===== src/rtl/core/llh_ram.sv =====
// Generic single-port-write, single-port-read RAM with a registered read.
module llh_ram #(
  parameter int unsigned WIDTH = 64,
  parameter int unsigned DEPTH = 64
) (
  input  logic                     clk,
  input  logic                     we,
  input  logic [$clog2(DEPTH)-1:0] waddr,
  input  logic [WIDTH-1:0]         wdata,
  input  logic [$clog2(DEPTH)-1:0] raddr,
  output logic [WIDTH-1:0]         rdata
);

  logic [WIDTH-1:0] mem [DEPTH];

  // Write port and registered read port.
  always_ff @(posedge clk) begin
    if (we) begin
      mem[waddr] <= wdata;
    end
    rdata <= mem[raddr];
  end

endmodule


===== config.mk =====
export PLATFORM = sky130hd
export DESIGN_NAME = llh_ram
export DESIGN_NICKNAME = d
export VERILOG_FILES = /design/src/rtl/core/llh_ram.sv
export SDC_FILE = /design/constraint.sdc
export NUM_CORES = 2
export LEC_CHECK = 0
export BUFFER_PORTS_ARGS = -buffer_cell sky130_fd_sc_hd__buf_2
export CAP_MARGIN = 20
export CORE_ASPECT_RATIO = 1.75
export CORE_UTILIZATION = 40
export CTS_BUF_LIST = sky130_fd_sc_hd__clkbuf_4 sky130_fd_sc_hd__clkbuf_8
export CTS_CLUSTER_DIAMETER = 30
export CTS_CLUSTER_SIZE = 12
export DETAILED_ROUTE_END_ITERATION = 8
export PLACE_DENSITY_LB_ADDON = 0.25
export SYNTH_ARGS = -nofsm -noshare
export SYNTH_HDL_FRONTEND = slang
export SYNTH_SLANG_ARGS = --single-unit

===== constraint.sdc =====
create_clock -name clk -period 13 [get_ports clk]
set_input_delay 0 -clock clk [delete_from_list [all_inputs] [get_ports clk]]
set_output_delay 0 -clock clk [all_outputs]
set_load 0.005 [all_outputs]

# Yosys cells after proc, flatten, opt, wreduce, memory -nomap -nowiden
# Memories as Yosys holds them, arrays and structs flattened. A register that Yosys moved wholly into a read port is not among the register bits.
# Index checks and enable logic that the tools add are counted.
[op_classes]
muxes = 2
[ops]
columns = ["cell", "n"]
rows = [
  ["$mux W1", 2],
]
[word_totals]
reg_bits = 0
mem_bits_rw = 4096
inputBits = 78
output_inout_bits = 64
word_cells = 3
n_memories = 1
[memory_table]
columns = ["name", "depth", "word_bits", "rd", "rd_ports_with_merged_regs", "write_ports", "line_no", "rtl"]
rows = [
  ["mem", 64, 64, 1, 1, 1, "14", "logic [WIDTH-1:0] mem [DEPTH];"],
]

# Longest topological paths before layout
[logic_depth]
depth_word = 2
mapped_depth = 9
depth_no_buf = 5

# Worst setup path before layout
# Ideal clock, no wire load.
[synth_path]
kind = "in2reg"
from = "in waddr[3]"
to = "mem mem[48][0] (enable)"
t_arrival_ns = 4.872
t_required_ns = 12.436
setup_slack_ns = 7.564
path_stages = 4
path_buffers = 1
path_cell_list = "clkbuf_1 > nor2b_1 > nand4b_1 > nor3_1"
[synth_rtl]
columns = ["element", "line_no", "rtl"]
rows = [
  ["start: declaration", "8", "input logic [$clog2(DEPTH)-1:0] waddr,"],
  ["end: declaration", "14", ""],
]
# No word-level cell before the write port.

==> impl_results.md <==
- CP Class: primary input to flip-flop
- Worst Tran Pin Value: 1.282 ns
- Pre-antenna DRT Iters: 6
- Final Net Count: 7333
- Worst Path Arrival: 5.02 ns
- Clock transition at the registers of the reported paths: 0.08 ns
- Num rows: 303
- Post-synthesis average cell area: 23.70 µm²
- Wire per inst: 35.46 µm
- Worst-path fanout max: 43
- Setup ws final: 8.965 ns
- Final Power: 26.76 mW
- CP Capture Type: flip-flop
- PwrDens: 150.7 nW/µm²
- CTS max path bufs: 4
- Buffers on Ports: 141
- Core Area: 389000 µm²
- Via-per-instance ratio: 5.878
- Syn Inst Count: 6598
- CTS tree: yes
- Post-DP HPWL: 242900 µm
- Via count: 75590
- Skew-Pair Late Insertion Delay: 1.09 ns
- Fmax: 247.8 MHz
- First-pass GRT wire length: 631300 µm
- Initial DRC Count: 7401
- DRC Markers: 0
- Met2 Usage GRT: 42.92%
- Register-to-register setup slack: 10.87 ns
- Register area share after synthesis: 79.49%
- H-Tree Depth: 6
- Die span in x: 474.6 µm
- Clock Skew: 0.07838 ns
- Initial antenna violation count: 21
- Worst Path Required: 13.98 ns
- RSZ-0062 raised after global routing: false
- Die area: 393500 µm²
- Final ANT Viol Nets: 0
- Clock sink count: 4160
- Fill cells: 32540
- I/O Pins: 142
- Die H: 829.1 µm
- Startpoint types: primary input
- Vias in the first global route: 79160
- Post-route setup TNS: 0 ns
- Global-route usage over all layers: 23.11%
- Max_cap viols: 0
- Layout cell share with drive strength beyond 1: 31.44%
- Post-place setup slack: 8.386 ns
- Mapped cell area: 156300 µm²
- Met1 Usage GRT: 26.91%
- Most crowded layer after global routing: met2
- TritonCTS buffer count: 532
- Fin. Hold Viols: 0
- P&R area growth vs syn: 13.58%
- Worst slew margin: 14.51%
- Slew Limit Fails: 0
- Hold Crit Class: primary input to flip-flop
- Starting density of the core: 40.20%
- Yosys reg bits: 4160
- Leakage: 54.93 nW
- Maximum vdd ir drop: 0.09598 mV
- Tcrit/Tclk final: 31.04%
- Final min period: 4.035 ns
- Root buf cell: clkbuf_8
- Status: finished clean
- Met3 Usage GRT: 3.245%
- Setup-failing EPs final: 0
- Gr ovfl total: 0
- Syn Nets: 6676
- Synth cell types: 33
- Largest net degree at the start of global routing: 127
- Cts repair resizes: 0
- Yosys Warn Count: 0
- Drt total wl: 456000 µm
- Placer Congestion: 0.7708
[metrics by stage]
step                      std cells  instance area, µm²  hold slack (ns)  util [%]
after floorplan                6598              156300          0.09887         -
after global routing          12850              177600          0.01489     45.65
after global placement        11760              164100           0.3896     42.18
after CTS                     12790              176600          0.09348     45.41
final                         12860              177600          0.04187     45.65
after detailed placement      11760              164200           0.3803     42.20
[Yosys cell counts (all sizes together)]
cell,number,area (µm²)
edfxtp,4096,123000
mux4,1024,23060
buf,230,1249
a22oi,168,1261
clkbuf,140,525.5
mux2i,135,1351
nor2,112,420.4
a22o,88,770.7
o22ai,83,519.3
and3,64,400.4
dfxtp,64,1281
a211oi,63,473.0
nand2,58,217.7
nand3,45,225.2
o221ai,38,332.8
or3,29,181.4
nor2b,28,175.2
or2,28,175.2
a41oi,26,227.7
a2bb2oi,19,166.4
inv,19,71.32
a31oi,18,112.6
nand2b,11,68.82
and2,3,18.77
nand3b,2,15.01
nand4,2,12.51
nor3,2,10.01
a31o,1,8.760
nand4b,1,8.760
or3b,1,8.760
[report_power, final]
group | leakage, nW | total (mW) | switching, mW | internal (mW)
combinational | 11.7 | 1.31 | 0.811 | 0.494
clock | 5.83 | 10.6 | 5.13 | 5.42
sequential | 37.4 | 14.9 | 0.0622 | 14.8
[logic make-up after synthesis]
family	Yosys count	synth area share, %
AO/OA/AOI/OAI	504	2.477
AND/OR/NAND/NOR	386	1.240
multiplexers	1159	15.61
buffers and inverters	389	1.180
flip-flops	4160	79.49
[state kept, by name, indices dropped and copies added, names as in the netlist]
name / count
mem: 4096
rdata: 64
[area by class of cell]
class | instances | area [µm²] | share of cell area (%)
Antenna cell | 12 | 30.03 | 0.01691
Clock buffer | 627 | 8223 | 4.630
Clock inverter | 315 | 3382 | 1.904
Inverter | 19 | 71.32 | 0.04016
Multi-Input combinational cell | 2049 | 30790 | 17.34
Sequential cell | 4160 | 124300 | 69.98
Tap cell | 5185 | 6487 | 3.653
Timing Repair Buffer | 493 | 4322 | 2.434
[path summary, 6_finish.rpt]
check,endpoint,startpoint,cells past startpoint
hold / removal,mem[9][63]$_DFFE_PP_,wdata[63],2
setup / recovery,rdata[1]$_DFF_P_,raddr[1],11
setup reg to reg,rdata[1]$_DFF_P_,mem[59][1]$_DFFE_PP_,6
hold reg to reg,rdata[10]$_DFF_P_,mem[46][10]$_DFFE_PP_,4
[worst max-delay path, stage by stage]
cell           delay, ns
dlygate4sd3_1       0.57
buf_8               0.35
buf_4               0.70
buf_4               0.74
buf_4               0.65
nor2_4              0.06
buf_4               0.33
a2bb2oi_1           0.25
a31oi_1             0.10
dlygate4sd3_1       0.61
a211oi_1            0.33
[repair_timing]
| item | CTS | global route |
|---|---|---|
| setup buffers | 0 | 0 |
| hold buffers | 84 | 28 |
| hold endpoints to repair | 4757 | 355 |
[layer usage]
layer | vias to the layer above | share of wire [%] | routed length [µm]
met5 | - | 0.0029 | 13
met4 | 2 | 3.7 | 16890
met3 | 857 | 5.8 | 26450
met2 | 3089 | 55 | 252000
met1 | 41840 | 35 | 160600
li1 | 29800 | - | -
[cell usage in the layout (no fill, tap or decap), drive strengths merged, types with 38 or more instances in the layout]
cell type	n
clkinvlp	64
buf	383
o221ai	38
a22o	88
clkbuf	627
dlygate4sd3	110
nand3	45
and3	64
edfxtp	4096
mux2i	135
inv	65
mux4	1024
nor2	112
clkinv	150
dfxtp	64
a211oi	63
o22ai	83
a22oi	168
bufinv	55
nand2	58
No activity file was read; power rests on OpenSTA's default activity.
